--- config.mk ---
export PLATFORM = sky130hd
export DESIGN_NAME = http_request_byte_parser_top
export DESIGN_NICKNAME = d
export VERILOG_FILES = /design/src/hdl/hrbp_pkg.sv /design/src/hdl/hrbp_core.sv /design/src/hdl/http_request_byte_parser_top.sv
export SDC_FILE = /design/constraint.sdc
export NUM_CORES = 1
export LEC_CHECK = 0
export ABC_AREA = 1
export BUFFER_PORTS_ARGS = -buffer_cell sky130_fd_sc_hd__buf_4
export CORE_ASPECT_RATIO = 0.6
export CORE_MARGIN = 5
export CORE_UTILIZATION = 64
export CTS_BUF_LIST = sky130_fd_sc_hd__clkbuf_2 sky130_fd_sc_hd__clkbuf_4 sky130_fd_sc_hd__clkbuf_8
export CTS_CLUSTER_DIAMETER = 100
export DETAILED_ROUTE_END_ITERATION = 6
export GPL_TIMING_DRIVEN = 0
export PLACE_DENSITY = 0.83
export SETUP_SLACK_MARGIN = 0.4
export SYNTH_ARGS = -nofsm -noshare
export SYNTH_HDL_FRONTEND = slang
export SYNTH_SLANG_ARGS = --single-unit
--- constraint.sdc ---
create_clock -name i_clk -period 6.64 [get_ports i_clk]
set_input_delay 0.664 -clock i_clk [delete_from_list [all_inputs] [get_ports i_clk]]
set_output_delay 0.664 -clock i_clk [all_outputs]
set_load 0.01 [all_outputs]
--- src/hdl/hrbp_pkg.sv ---
// Shared types and constant tables for the HTTP request byte parser.
// No dependencies; imported by hrbp_core and http_request_byte_parser_top.
package hrbp_pkg;

    typedef enum logic [2:0] {
        PH_METHOD  = 3'd0,
        PH_URL     = 3'd1,
        PH_VERSION = 3'd2,
        PH_LINE    = 3'd3,
        PH_HEADER  = 3'd4,
        PH_BODY    = 3'd5,
        PH_END     = 3'd6
    } t_phase;

    typedef enum logic [2:0] {
        KIND_DROPPED = 3'd0,
        KIND_METHOD  = 3'd1,
        KIND_URL     = 3'd2,
        KIND_VERSION = 3'd3,
        KIND_NAME    = 3'd4,
        KIND_VALUE   = 3'd5,
        KIND_BODY    = 3'd6
    } t_kind;

    // Content-Length value scan: leading blanks, digits, finished, no digits
    typedef enum logic [1:0] {
        DG_LEAD   = 2'd0,
        DG_DIGITS = 2'd1,
        DG_DONE   = 2'd2,
        DG_NONE   = 2'd3
    } t_digits;

    localparam int          METH_COUNT = 9;
    localparam logic [7:0]  CH_CR      = 8'h0D;
    localparam logic [7:0]  CH_LF      = 8'h0A;
    localparam logic [7:0]  CH_SPACE   = 8'h20;
    localparam logic [7:0]  CH_TAB     = 8'h09;
    localparam logic [7:0]  CH_COLON   = 8'h3A;
    localparam logic [3:0]  CL_LEN     = 4'd14;

    localparam logic [2:0] METH_LEN [METH_COUNT] = '{
        3'd3, 3'd4, 3'd4, 3'd3, 3'd6, 3'd7, 3'd7, 3'd5, 3'd5
    };

    localparam logic [7:0] METH_TEXT [METH_COUNT][8] = '{
        '{"G", "E", "T", 8'h00, 8'h00, 8'h00, 8'h00, 8'h00},
        '{"H", "E", "A", "D", 8'h00, 8'h00, 8'h00, 8'h00},
        '{"P", "O", "S", "T", 8'h00, 8'h00, 8'h00, 8'h00},
        '{"P", "U", "T", 8'h00, 8'h00, 8'h00, 8'h00, 8'h00},
        '{"D", "E", "L", "E", "T", "E", 8'h00, 8'h00},
        '{"C", "O", "N", "N", "E", "C", "T", 8'h00},
        '{"O", "P", "T", "I", "O", "N", "S", 8'h00},
        '{"T", "R", "A", "C", "E", 8'h00, 8'h00, 8'h00},
        '{"P", "A", "T", "C", "H", 8'h00, 8'h00, 8'h00}
    };

    // lower-case header name compared against
    localparam logic [7:0] CL_TEXT [14] = '{
        "c", "o", "n", "t", "e", "n", "t", "-", "l", "e", "n", "g", "t", "h"
    };

    typedef struct packed {
        t_phase      phase;
        logic [8:0]  method_match;
        logic [2:0]  method_len;
        logic [3:0]  name_pos;
        logic        name_matches;
        logic        in_value;
        logic        skip_next;
        t_digits     digits;
        logic        value_over;
        logic        length_seen;
        logic        length_bad;
    } t_ctl;

    typedef struct packed {
        t_kind       byte_kind;
        logic        field_end;
        logic [3:0]  method_code;
        logic        method_valid;
        logic        header_done;
        logic        request_done;
    } t_result;

endpackage

--- src/hdl/hrbp_core.sv ---
// Next-state and result logic for one request byte of the parser.
// Depends on hrbp_pkg; instantiated by http_request_byte_parser_top.
module hrbp_core import hrbp_pkg::*; #(
    parameter int LENGTH_BITS = 24
) (
    input  t_ctl                   i_ctl,
    input  logic [LENGTH_BITS-1:0] i_value_accum,
    input  logic [LENGTH_BITS-1:0] i_length_value,
    input  logic [LENGTH_BITS-1:0] i_body_count,
    input  logic [LENGTH_BITS-1:0] i_cap,
    input  logic [7:0]             i_byte,
    input  logic                   i_start,
    output t_ctl                   o_ctl,
    output logic [LENGTH_BITS-1:0] o_value_accum,
    output logic [LENGTH_BITS-1:0] o_length_value,
    output logic [LENGTH_BITS-1:0] o_body_count,
    output t_result                o_res
);

    localparam int XW = LENGTH_BITS + 4;

    t_ctl                   s_ctl;
    logic [LENGTH_BITS-1:0] s_accum;
    logic [LENGTH_BITS-1:0] s_length;
    logic [LENGTH_BITS-1:0] s_body;
    logic [LENGTH_BITS-1:0] body_inc;
    logic                   do_header;
    logic                   is_digit;
    logic                   do_acc;
    logic [LENGTH_BITS-1:0] acc_base;
    logic [XW-1:0]          acc_next;
    logic [7:0]             lc;
    logic                   found;
    logic                   no_digits;

    // Start of request: clear everything before this byte is parsed
    always_comb begin
        if (i_start) begin
            s_ctl.phase        = PH_METHOD;
            s_ctl.method_match = '1;
            s_ctl.method_len   = '0;
            s_ctl.name_pos     = '0;
            s_ctl.name_matches = 1'b1;
            s_ctl.in_value     = 1'b0;
            s_ctl.skip_next    = 1'b0;
            s_ctl.digits       = DG_LEAD;
            s_ctl.value_over   = 1'b0;
            s_ctl.length_seen  = 1'b0;
            s_ctl.length_bad   = 1'b0;
            s_accum            = '0;
            s_length           = '0;
            s_body             = '0;
        end else begin
            s_ctl    = i_ctl;
            s_accum  = i_value_accum;
            s_length = i_length_value;
            s_body   = i_body_count;
        end
    end

    assign is_digit  = (i_byte >= "0") && (i_byte <= "9");
    assign acc_base  = (s_ctl.digits == DG_LEAD) ? '0 : s_accum;
    assign acc_next  = XW'({acc_base, 3'b000}) + XW'({acc_base, 1'b0})
                     + XW'(i_byte[3:0]);
    assign body_inc  = s_body + 1'b1;
    assign lc        = ((i_byte >= "A") && (i_byte <= "Z")) ? (i_byte + 8'd32) : i_byte;
    assign no_digits = (s_ctl.digits == DG_LEAD) || (s_ctl.digits == DG_NONE);

    always_comb begin
        o_ctl          = s_ctl;
        o_value_accum  = s_accum;
        o_length_value = s_length;
        o_body_count   = s_body;
        o_res          = '0;
        o_res.byte_kind = KIND_DROPPED;
        do_header      = 1'b0;
        do_acc         = 1'b0;
        found          = 1'b0;

        case (s_ctl.phase)
            PH_METHOD: begin
                if (i_byte == CH_SPACE) begin
                    for (int m = 0; m < METH_COUNT; m++) begin
                        if (!found && s_ctl.method_match[m]
                                && (METH_LEN[m] == s_ctl.method_len)) begin
                            found             = 1'b1;
                            o_res.method_code = 4'(m + 1);
                        end
                    end
                    o_res.method_valid = 1'b1;
                    o_res.field_end    = 1'b1;
                    o_ctl.phase        = PH_URL;
                end else if (i_byte != CH_CR) begin
                    o_res.byte_kind = KIND_METHOD;
                    for (int m = 0; m < METH_COUNT; m++) begin
                        if ((s_ctl.method_len >= METH_LEN[m])
                                || (METH_TEXT[m][s_ctl.method_len] != i_byte)) begin
                            o_ctl.method_match[m] = 1'b0;
                        end
                    end
                    if (s_ctl.method_len < 3'd7) begin
                        o_ctl.method_len = s_ctl.method_len + 1'b1;
                    end
                end
            end
            PH_URL: begin
                if (i_byte == CH_SPACE) begin
                    o_res.field_end = 1'b1;
                    o_ctl.phase     = PH_VERSION;
                end else if (i_byte != CH_CR) begin
                    o_res.byte_kind = KIND_URL;
                end
            end
            PH_VERSION: begin
                if (i_byte == CH_LF) begin
                    o_res.field_end = 1'b1;
                    o_ctl.phase     = PH_LINE;
                end else if (i_byte != CH_CR) begin
                    o_res.byte_kind = KIND_VERSION;
                end
            end
            PH_LINE: begin
                if (i_byte == CH_LF) begin
                    o_res.header_done = 1'b1;
                    if (s_ctl.length_seen && (s_length != '0)) begin
                        o_ctl.phase  = PH_BODY;
                        o_body_count = '0;
                    end else begin
                        o_ctl.phase        = PH_END;
                        o_res.request_done = 1'b1;
                    end
                end else if (i_byte != CH_CR) begin
                    do_header = 1'b1;
                end
            end
            PH_HEADER: begin
                do_header = 1'b1;
            end
            PH_BODY: begin
                o_res.byte_kind = KIND_BODY;
                o_body_count    = body_inc;
                if (body_inc >= s_length) begin
                    o_res.field_end    = 1'b1;
                    o_res.request_done = 1'b1;
                    o_ctl.phase        = PH_END;
                end
            end
            default: begin
                o_ctl.phase = PH_END;
            end
        endcase

        if (do_header) begin
            o_ctl.phase = PH_HEADER;
            if (i_byte == CH_LF) begin
                o_res.field_end = 1'b1;
                if (s_ctl.name_matches && (s_ctl.name_pos == CL_LEN)) begin
                    o_ctl.length_seen = 1'b1;
                    o_length_value    = no_digits ? '0 : s_accum;
                    o_ctl.length_bad  = no_digits || s_ctl.value_over;
                end
                // clear line state
                o_ctl.name_pos     = '0;
                o_ctl.name_matches = 1'b1;
                o_ctl.in_value     = 1'b0;
                o_ctl.skip_next    = 1'b0;
                o_ctl.digits       = DG_LEAD;
                o_ctl.value_over   = 1'b0;
                o_value_accum      = '0;
                o_ctl.phase        = PH_LINE;
            end else if (s_ctl.skip_next) begin
                o_ctl.skip_next = 1'b0;
            end else if (i_byte == CH_CR) begin
                o_ctl.phase = PH_HEADER;
            end else if (!s_ctl.in_value) begin
                if (i_byte == CH_COLON) begin
                    o_ctl.in_value  = 1'b1;
                    o_ctl.skip_next = 1'b1;
                    o_res.field_end = 1'b1;
                end else begin
                    o_res.byte_kind = KIND_NAME;
                    if ((s_ctl.name_pos < CL_LEN) && (lc == CL_TEXT[s_ctl.name_pos])) begin
                        o_ctl.name_pos = s_ctl.name_pos + 1'b1;
                    end else begin
                        o_ctl.name_matches = 1'b0;
                    end
                end
            end else begin
                o_res.byte_kind = KIND_VALUE;
                case (s_ctl.digits)
                    DG_LEAD: begin
                        if ((i_byte != CH_SPACE) && (i_byte != CH_TAB)) begin
                            if (is_digit) begin
                                o_ctl.digits = DG_DIGITS;
                                do_acc       = 1'b1;
                            end else begin
                                o_ctl.digits = DG_NONE;
                            end
                        end
                    end
                    DG_DIGITS: begin
                        if (is_digit) begin
                            do_acc = 1'b1;
                        end else begin
                            o_ctl.digits = DG_DONE;
                        end
                    end
                    default: begin
                        o_ctl.digits = s_ctl.digits;
                    end
                endcase
                if (do_acc) begin
                    if (acc_next > XW'(i_cap)) begin
                        o_value_accum    = i_cap;
                        o_ctl.value_over = 1'b1;
                    end else begin
                        o_value_accum = LENGTH_BITS'(acc_next);
                    end
                end
            end
        end
    end

endmodule

--- src/hdl/http_request_byte_parser_top.sv ---
// Top level of the HTTP/1.1 request byte parser: handshakes, registers, output stage.
// Depends on hrbp_pkg and hrbp_core.
//
//  channel  direction  handshake                 payload
//  -------  ---------  ------------------------  ------------------------------------
//  s        in         i_s_tvalid / o_s_tready   tdata: byte_in; tuser: start_req
//  m        out        o_m_tvalid / i_m_tready   tdata: byte, flags, length; tuser: kind;
//                                                tlast: request_done
//  cfg      in         i_cfg_valid / o_cfg_ready i_cfg_data: max_body_bytes
//
// One item in, one item out. Each accepted byte is parsed in the cycle it is
// accepted and its result appears on the m channel in the next cycle; the path
// that sets the clock is the Content-Length multiply-by-ten, add and cap compare.
// A new byte is taken every cycle while the output stage is empty or being drained,
// so the sustained rate is one item per cycle. A stalled output holds its item and
// blocks the s side only while it stays full. Reset (synchronous, active low)
// clears all parser state to the method phase and sets max_body_bytes to 65535.
module http_request_byte_parser_top import hrbp_pkg::*; #(
    parameter int LENGTH_BITS = 24
) (
    input  logic        i_clk,
    input  logic        i_rst_n,
    // slave side
    input  logic        i_s_tvalid,
    output logic        o_s_tready,
    input  logic [7:0]  i_s_tdata,   // [7:0] byte_in
    input  logic        i_s_tuser,   // [0] start_req
    // master side
    output logic        o_m_tvalid,
    input  logic        i_m_tready,
    // [7:0] byte_out, [8] field_end, [12:9] method_code, [13] method_valid,
    // [14] header_done, [38:15] content_length, [39] length_flag
    output logic [39:0] o_m_tdata,
    output logic [2:0]  o_m_tuser,   // [2:0] byte_kind
    output logic        o_m_tlast,   // request_done
    // configuration
    input  logic        i_cfg_valid,
    output logic        o_cfg_ready,
    input  logic [23:0] i_cfg_data   // max_body_bytes
);

    localparam logic [LENGTH_BITS-1:0] LEN_MAX   = '1;
    localparam logic [23:0]            MAX_RESET = 24'd65535;

    // parser state
    t_ctl                   r_ctl;
    logic [LENGTH_BITS-1:0] r_value_accum;
    logic [LENGTH_BITS-1:0] r_length_value;
    logic [LENGTH_BITS-1:0] r_body_count;
    logic [23:0]            r_max_body;

    t_ctl                   n_ctl;
    logic [LENGTH_BITS-1:0] n_value_accum;
    logic [LENGTH_BITS-1:0] n_length_value;
    logic [LENGTH_BITS-1:0] n_body_count;
    t_result                n_res;

    // output stage
    logic                   r_out_valid;
    logic [7:0]             r_out_byte;
    t_result                r_out_res;
    logic [23:0]            r_out_length;
    logic                   r_out_flag;

    logic                   in_accept;
    logic [LENGTH_BITS-1:0] cap;

    // Accept while the output stage is empty or drains this cycle
    assign o_s_tready  = !r_out_valid || i_m_tready;
    assign in_accept   = i_s_tvalid && o_s_tready;
    assign o_cfg_ready = 1'b1;

    // Limit the register to what the length counters can hold
    assign cap = ((LENGTH_BITS < 24) && (r_max_body > 24'(LEN_MAX)))
               ? LEN_MAX : LENGTH_BITS'(r_max_body);

    hrbp_core #(
        .LENGTH_BITS (LENGTH_BITS)
    ) u_core (
        .i_ctl          (r_ctl),
        .i_value_accum  (r_value_accum),
        .i_length_value (r_length_value),
        .i_body_count   (r_body_count),
        .i_cap          (cap),
        .i_byte         (i_s_tdata),
        .i_start        (i_s_tuser),
        .o_ctl          (n_ctl),
        .o_value_accum  (n_value_accum),
        .o_length_value (n_length_value),
        .o_body_count   (n_body_count),
        .o_res          (n_res)
    );

    // Configuration register
    always_ff @(posedge i_clk) begin
        if (!i_rst_n) begin
            r_max_body <= MAX_RESET;
        end else if (i_cfg_valid) begin
            r_max_body <= i_cfg_data;
        end
    end

    // Parser state: advance on each accepted item
    always_ff @(posedge i_clk) begin
        if (!i_rst_n) begin
            r_ctl.phase        <= PH_METHOD;
            r_ctl.method_match <= '1;
            r_ctl.method_len   <= '0;
            r_ctl.name_pos     <= '0;
            r_ctl.name_matches <= 1'b1;
            r_ctl.in_value     <= 1'b0;
            r_ctl.skip_next    <= 1'b0;
            r_ctl.digits       <= DG_LEAD;
            r_ctl.value_over   <= 1'b0;
            r_ctl.length_seen  <= 1'b0;
            r_ctl.length_bad   <= 1'b0;
            r_value_accum      <= '0;
            r_length_value     <= '0;
            r_body_count       <= '0;
        end else if (in_accept) begin
            r_ctl          <= n_ctl;
            r_value_accum  <= n_value_accum;
            r_length_value <= n_length_value;
            r_body_count   <= n_body_count;
        end
    end

    // Output stage valid: load on accept, drop when taken
    always_ff @(posedge i_clk) begin
        if (!i_rst_n) begin
            r_out_valid <= 1'b0;
        end else if (in_accept) begin
            r_out_valid <= 1'b1;
        end else if (i_m_tready) begin
            r_out_valid <= 1'b0;
        end
    end

    // Output payload: hold while stalled
    always_ff @(posedge i_clk) begin
        if (in_accept) begin
            r_out_byte   <= i_s_tdata;
            r_out_res    <= n_res;
            r_out_length <= 24'(n_length_value);
            r_out_flag   <= n_ctl.length_bad;
        end
    end

    assign o_m_tvalid = r_out_valid;
    assign o_m_tdata  = {r_out_flag, r_out_length, r_out_res.header_done,
                         r_out_res.method_valid, r_out_res.method_code,
                         r_out_res.field_end, r_out_byte};
    assign o_m_tuser  = r_out_res.byte_kind;
    assign o_m_tlast  = r_out_res.request_done;

`ifndef ASSERT_OFF
    // request end falls on the blank line or on the closing body byte
    a_done_closes: assert property (@(posedge i_clk) disable iff (!i_rst_n)
        (r_out_valid && r_out_res.request_done)
            |-> (r_out_res.field_end || r_out_res.header_done))
        else $error("request_done without a closing byte");

    // the method ends on a dropped space that also closes the field
    a_method_end: assert property (@(posedge i_clk) disable iff (!i_rst_n)
        (r_out_valid && r_out_res.method_valid)
            |-> (r_out_res.field_end && (r_out_res.byte_kind == KIND_DROPPED)))
        else $error("method_valid on a kept byte");

    // a method code shows only on the method's closing byte
    a_code_valid: assert property (@(posedge i_clk) disable iff (!i_rst_n)
        (r_out_valid && (r_out_res.method_code != 4'd0)) |-> r_out_res.method_valid)
        else $error("method_code without method_valid");

    // header end is a dropped LF
    a_header_done: assert property (@(posedge i_clk) disable iff (!i_rst_n)
        (r_out_valid && r_out_res.header_done)
            |-> ((r_out_res.byte_kind == KIND_DROPPED) && (r_out_byte == CH_LF)))
        else $error("header_done on a byte other than LF");

    // an empty output stage never blocks the input
    a_ready_empty: assert property (@(posedge i_clk) disable iff (!i_rst_n)
        !r_out_valid |-> o_s_tready)
        else $error("input stalled with empty output stage");
`endif

endmodule
==> results.sh <==
export IMPL_status="complete, but fails checks"
export IMPL_violations="DRC"
export IMPL_count_of_warnings_emitted_by_yosys=0
export IMPL_synth_cells=2062
export IMPL_reg2reg_to="r_value_accum[7]$_SDFFE_PN0P_"
export IMPL_r2r_start="r_ctl[4]$_SDFFE_PN0P_"
export IMPL_util_after_layout_pct=72.5
export IMPL_power_density_cell_area_nw_per_um2=160
export IMPL_syn_nets=2217
export IMPL_synthesized_area_fraction_occupied_by_adder_cells_pct=10.8
export IMPL_wl_met1_um=21200
export IMPL_synth_simple_gate_area_share_pct=25.5
export IMPL_min_period_over_period_pct=93.3
export IMPL_wl_met2_um=17900
export IMPL_grt_total_usage_pct=38.7
export IMPL_rsz0062_at_grt="false"
export IMPL_fp_dieW_um=198
export IMPL_post_route_drc_count=6
export IMPL_netlist_area_sq_um=13600
export IMPL_synth_cell_type_count=53
export IMPL_clock_tree_htree_level_count=4
export IMPL_tritoncts_clock_tree="yes"
export IMPL_floorplan_die_area_sq_um=24400
export IMPL_grt_pass1_wl_um=73200
export IMPL_floorplan_io_pins=85
export IMPL_max_cap_violations=0
export IMPL_synth_compound_area_share_pct=19.9
export IMPL_synth_ff_latch_count=168
export IMPL_finalWirelength_um=48100
export IMPL_detailedPlacementHpwl_um=37200
export IMPL_wire_length_per_cell_after_detailed_routing_um=19.5
export IMPL_muxShareOfSynthArea_pct=0
export IMPL_critical_path_slowest_cell="sky130_fd_sc_hd__ha_1"
export IMPL_worst_ir_drop_vdd_v=0.000162
export IMPL_setup_tns_ps=0
export IMPL_ys_flop_type="sky130_fd_sc_hd__dfxtp_1"
export IMPL_critical_path_required_ps=7020
export IMPL_io_buffer_count=81
export IMPL_fp_dieH_um=123
export IMPL_finalWorstSetupSlack_ps=444
export IMPL_async_reset_ff_share_pct=0
export IMPL_dr_max_layer_used="met4"
export IMPL_core_area_sq_um=21000
export IMPL_antenna_diode_count=0
export IMPL_drt_antenna_violating_nets=0
export IMPL_dr_pass1_iters=7
export IMPL_start_util_pct=64.9
export IMPL_power_static_leakage_uw=0.00737
export IMPL_preCtsSetupSlack_ps=-1280
export IMPL_layout_area_overhead_vs_synth_pct=11.8
export IMPL_setup_viol=0
export IMPL_period_minus_slack_ps=6200
export IMPL_worst_setup_hold_path_clk_slew_ps=110
export IMPL_slowest_delay_ps=360
export IMPL_grt_start_max_net_pins=34
export IMPL_post_drt_via_cell_ratio=6.13
export IMPL_post_cts_hold_buffer_count=0
export IMPL_largest_family_of_logic_cells_by_synthesized_area="simple AND/OR/NAND/NOR gates"
export IMPL_vias_in_the_first_global_route=13400
export IMPL_worstSetupStartpointType="input pin"
export IMPL_synth_sequential_area_ratio_pct=27.9
export IMPL_worst_slew_pin_transition_ps=1090
export IMPL_crit_start="i_s_tuser"
export IMPL_worst_endpoint_arrival_ps=6580
export IMPL_root_buffer="sky130_fd_sc_hd__clkbuf_8"
export IMPL_main_area_contributors_after_synthesis="sky130_fd_sc_hd__dfxtp_1 18%, sky130_fd_sc_hd__nand2_1 11%, sky130_fd_sc_hd__ha_1 11%"
export IMPL_cts_inserted_buffers=17
export IMPL_setup_reg_to_reg_worst_slack_ps=930
export IMPL_nNetsFinal=2323
export IMPL_placement_rows=41
export IMPL_yosys_area_share_xor_xnor_pct=3.80
export IMPL_slew_hr_pct=26.6
export IMPL_sum_of_met3_wire_segment_lengths_after_detailed_routing_um=7790
export IMPL_timing_hold_ws_ps=348
export IMPL_timing_fmax_mhz=161
export IMPL_synth_top_area_cell="sky130_fd_sc_hd__dfxtp_1"
export IMPL_synth_top_cell_area_share_pct=18.2
export IMPL_crit_path_end="r_value_accum[7]$_SDFFE_PN0P_"
export IMPL_final_max_slew_violation_count=0
export IMPL_finClkSkew_ps=29.5
export IMPL_end_kind="flop"
export IMPL_report_power_total_uw=2440
export IMPL_vias=15100
export IMPL_antenna_violations_before_repair=0
export IMPL_clock_insertion_delay_worst_skew_ps=510
export IMPL_hold_viol=0
export IMPL_cp_max_fo=10
export IMPL_place_gp_congestion=1.04
export IMPL_criticalPathCategory="in2reg"
export IMPL_drtIter0Drc=2367
export IMPL_synth_enable_flop_cells=44
export IMPL_clock_sink_count=168
export IMPL_post_route_cells_drive_above_1_share_pct=10.7
export IMPL_clock_tree_buffer_depth=2
export IMPL_worst_r2r_cell_count=28
export IMPL_syn_area_per_cell_sq_um=6.60
export IMPL_grt_overflow=0
export IMPL_hold_class="in2reg"
stage by stage:
step / instances / instance area (sq um)
after CTS: 2455 / 15100
after global routing: 2460 / 15200
after detailed placement: 2423 / 14600
final: 2460 / 15200
after floorplan: 2062 / 13600
after global placement: 2422 / 14600
logic make-up (layout without fill, tap and decap cells):
family,count (synthesis),count (layout)
simple gates,800,800
xor+xnor,59,59
compound gates,501,501
other cells,1,1
flops,168,168
fa+ha+maj,117,117
buf+inv,416,535
routing by layer:
metal	vias up	global-route usage, %
met5	-	0
met4	0	10.2
met3	143	13.6
met2	1124	51.0
met1	6819	59.0
li1	6984	-
worst max-delay path, delay by kind of cell:
family / cells / cell delay (ps)
buffers and inverters: 11 / 1690
adders and majority gates: 3 / 960
AOI/OAI and AO/OA: 6 / 1030
and+or+nand+nor: 13 / 2190
cell type report:
class / instances / area [sq um]
Buffer: 89 / 443
Clock inverter: 14 / 149
Fill cell: 1768 / 5760
Clock buffer: 18 / 241
Multi-Input combinational cell: 1478 / 8340
Sequential cell: 168 / 3800
Inverter: 327 / 1230
Timing Repair Buffer: 87 / 666
Tap cell: 279 / 349
power breakdown:
group	total, uW	switching [uW]	internal, uW
clock network	763	477	286
registers	1150	32.1	1120
logic	523	354	169
how the worst min path moves through the flow:
stage | endpoint | slack, ps | cells past startpoint | start
global route | r_out_byte[0]$_DFFE_PP_ | 350 | 1 | i_s_tdata[0]
detailed placement | r_ctl[18]$_SDFFE_PN1P_ | 450 | 1 | r_ctl[18]$_SDFFE_PN1P_
floorplan | r_ctl[18]$_SDFFE_PN1P_ | 440 | 1 | r_ctl[18]$_SDFFE_PN1P_
finish | r_out_byte[0]$_DFFE_PP_ | 350 | 1 | i_s_tdata[0]
CTS | r_out_byte[0]$_DFFE_PP_ | 340 | 1 | i_s_tdata[0]
global placement | r_ctl[18]$_SDFFE_PN1P_ | 440 | 1 | r_ctl[18]$_SDFFE_PN1P_
cell usage in the layout, fill, tap and decap left out, types with 22 or more instances in the layout:
cell type / n
sky130_fd_sc_hd__dfxtp_1: 124
sky130_fd_sc_hd__nand2_1: 395
sky130_fd_sc_hd__nor2_1: 218
sky130_fd_sc_hd__o21ai_0: 187
sky130_fd_sc_hd__buf_4: 91
sky130_fd_sc_hd__o211ai_1: 22
sky130_fd_sc_hd__a21oi_1: 197
sky130_fd_sc_hd__edfxtp_1: 44
sky130_fd_sc_hd__nand3_1: 77
sky130_fd_sc_hd__o21ai_1: 36
sky130_fd_sc_hd__clkbuf_1: 45
sky130_fd_sc_hd__ha_1: 114
sky130_fd_sc_hd__xor2_1: 43
sky130_fd_sc_hd__inv_1: 310
sky130_fd_sc_hd__nand4_1: 29
cell usage after synthesis (16+ instances only):
| cell | count |
|---|---|
| sky130_fd_sc_hd__edfxtp_1 | 44 |
| sky130_fd_sc_hd__a21oi_1 | 199 |
| sky130_fd_sc_hd__clkbuf_1 | 52 |
| sky130_fd_sc_hd__inv_1 | 310 |
| sky130_fd_sc_hd__o21ai_0 | 192 |
| sky130_fd_sc_hd__nor3_1 | 16 |
| sky130_fd_sc_hd__dfxtp_1 | 124 |
| sky130_fd_sc_hd__ha_1 | 116 |
| sky130_fd_sc_hd__nand4_1 | 29 |
| sky130_fd_sc_hd__nand3_1 | 80 |
| sky130_fd_sc_hd__buf_2 | 21 |
| sky130_fd_sc_hd__o21ai_1 | 33 |
| sky130_fd_sc_hd__nand2_1 | 398 |
| sky130_fd_sc_hd__nor2_1 | 228 |
| sky130_fd_sc_hd__o211ai_1 | 22 |
| sky130_fd_sc_hd__xnor2_1 | 16 |
| sky130_fd_sc_hd__xor2_1 | 43 |
sequential cells by signal (all words and copies together) (netlist names), 7 cells and up:
name	flops
r_out_byte	8
r_ctl	27
r_length_value	24
o_m_tdata	7
cap	24
r_value_accum	24
r_body_count	24
r_out_length	24
timing repair:
action / in CTS / in global routing
pin swaps: 1 / 5
buffers inserted: 0 / 5
resized for setup: 28 / 36
endpoints found under the hold margin: 0 / 0
endpoints found under the setup margin: 25 / 25
Note: power is estimated with default switching activity, not from simulation.
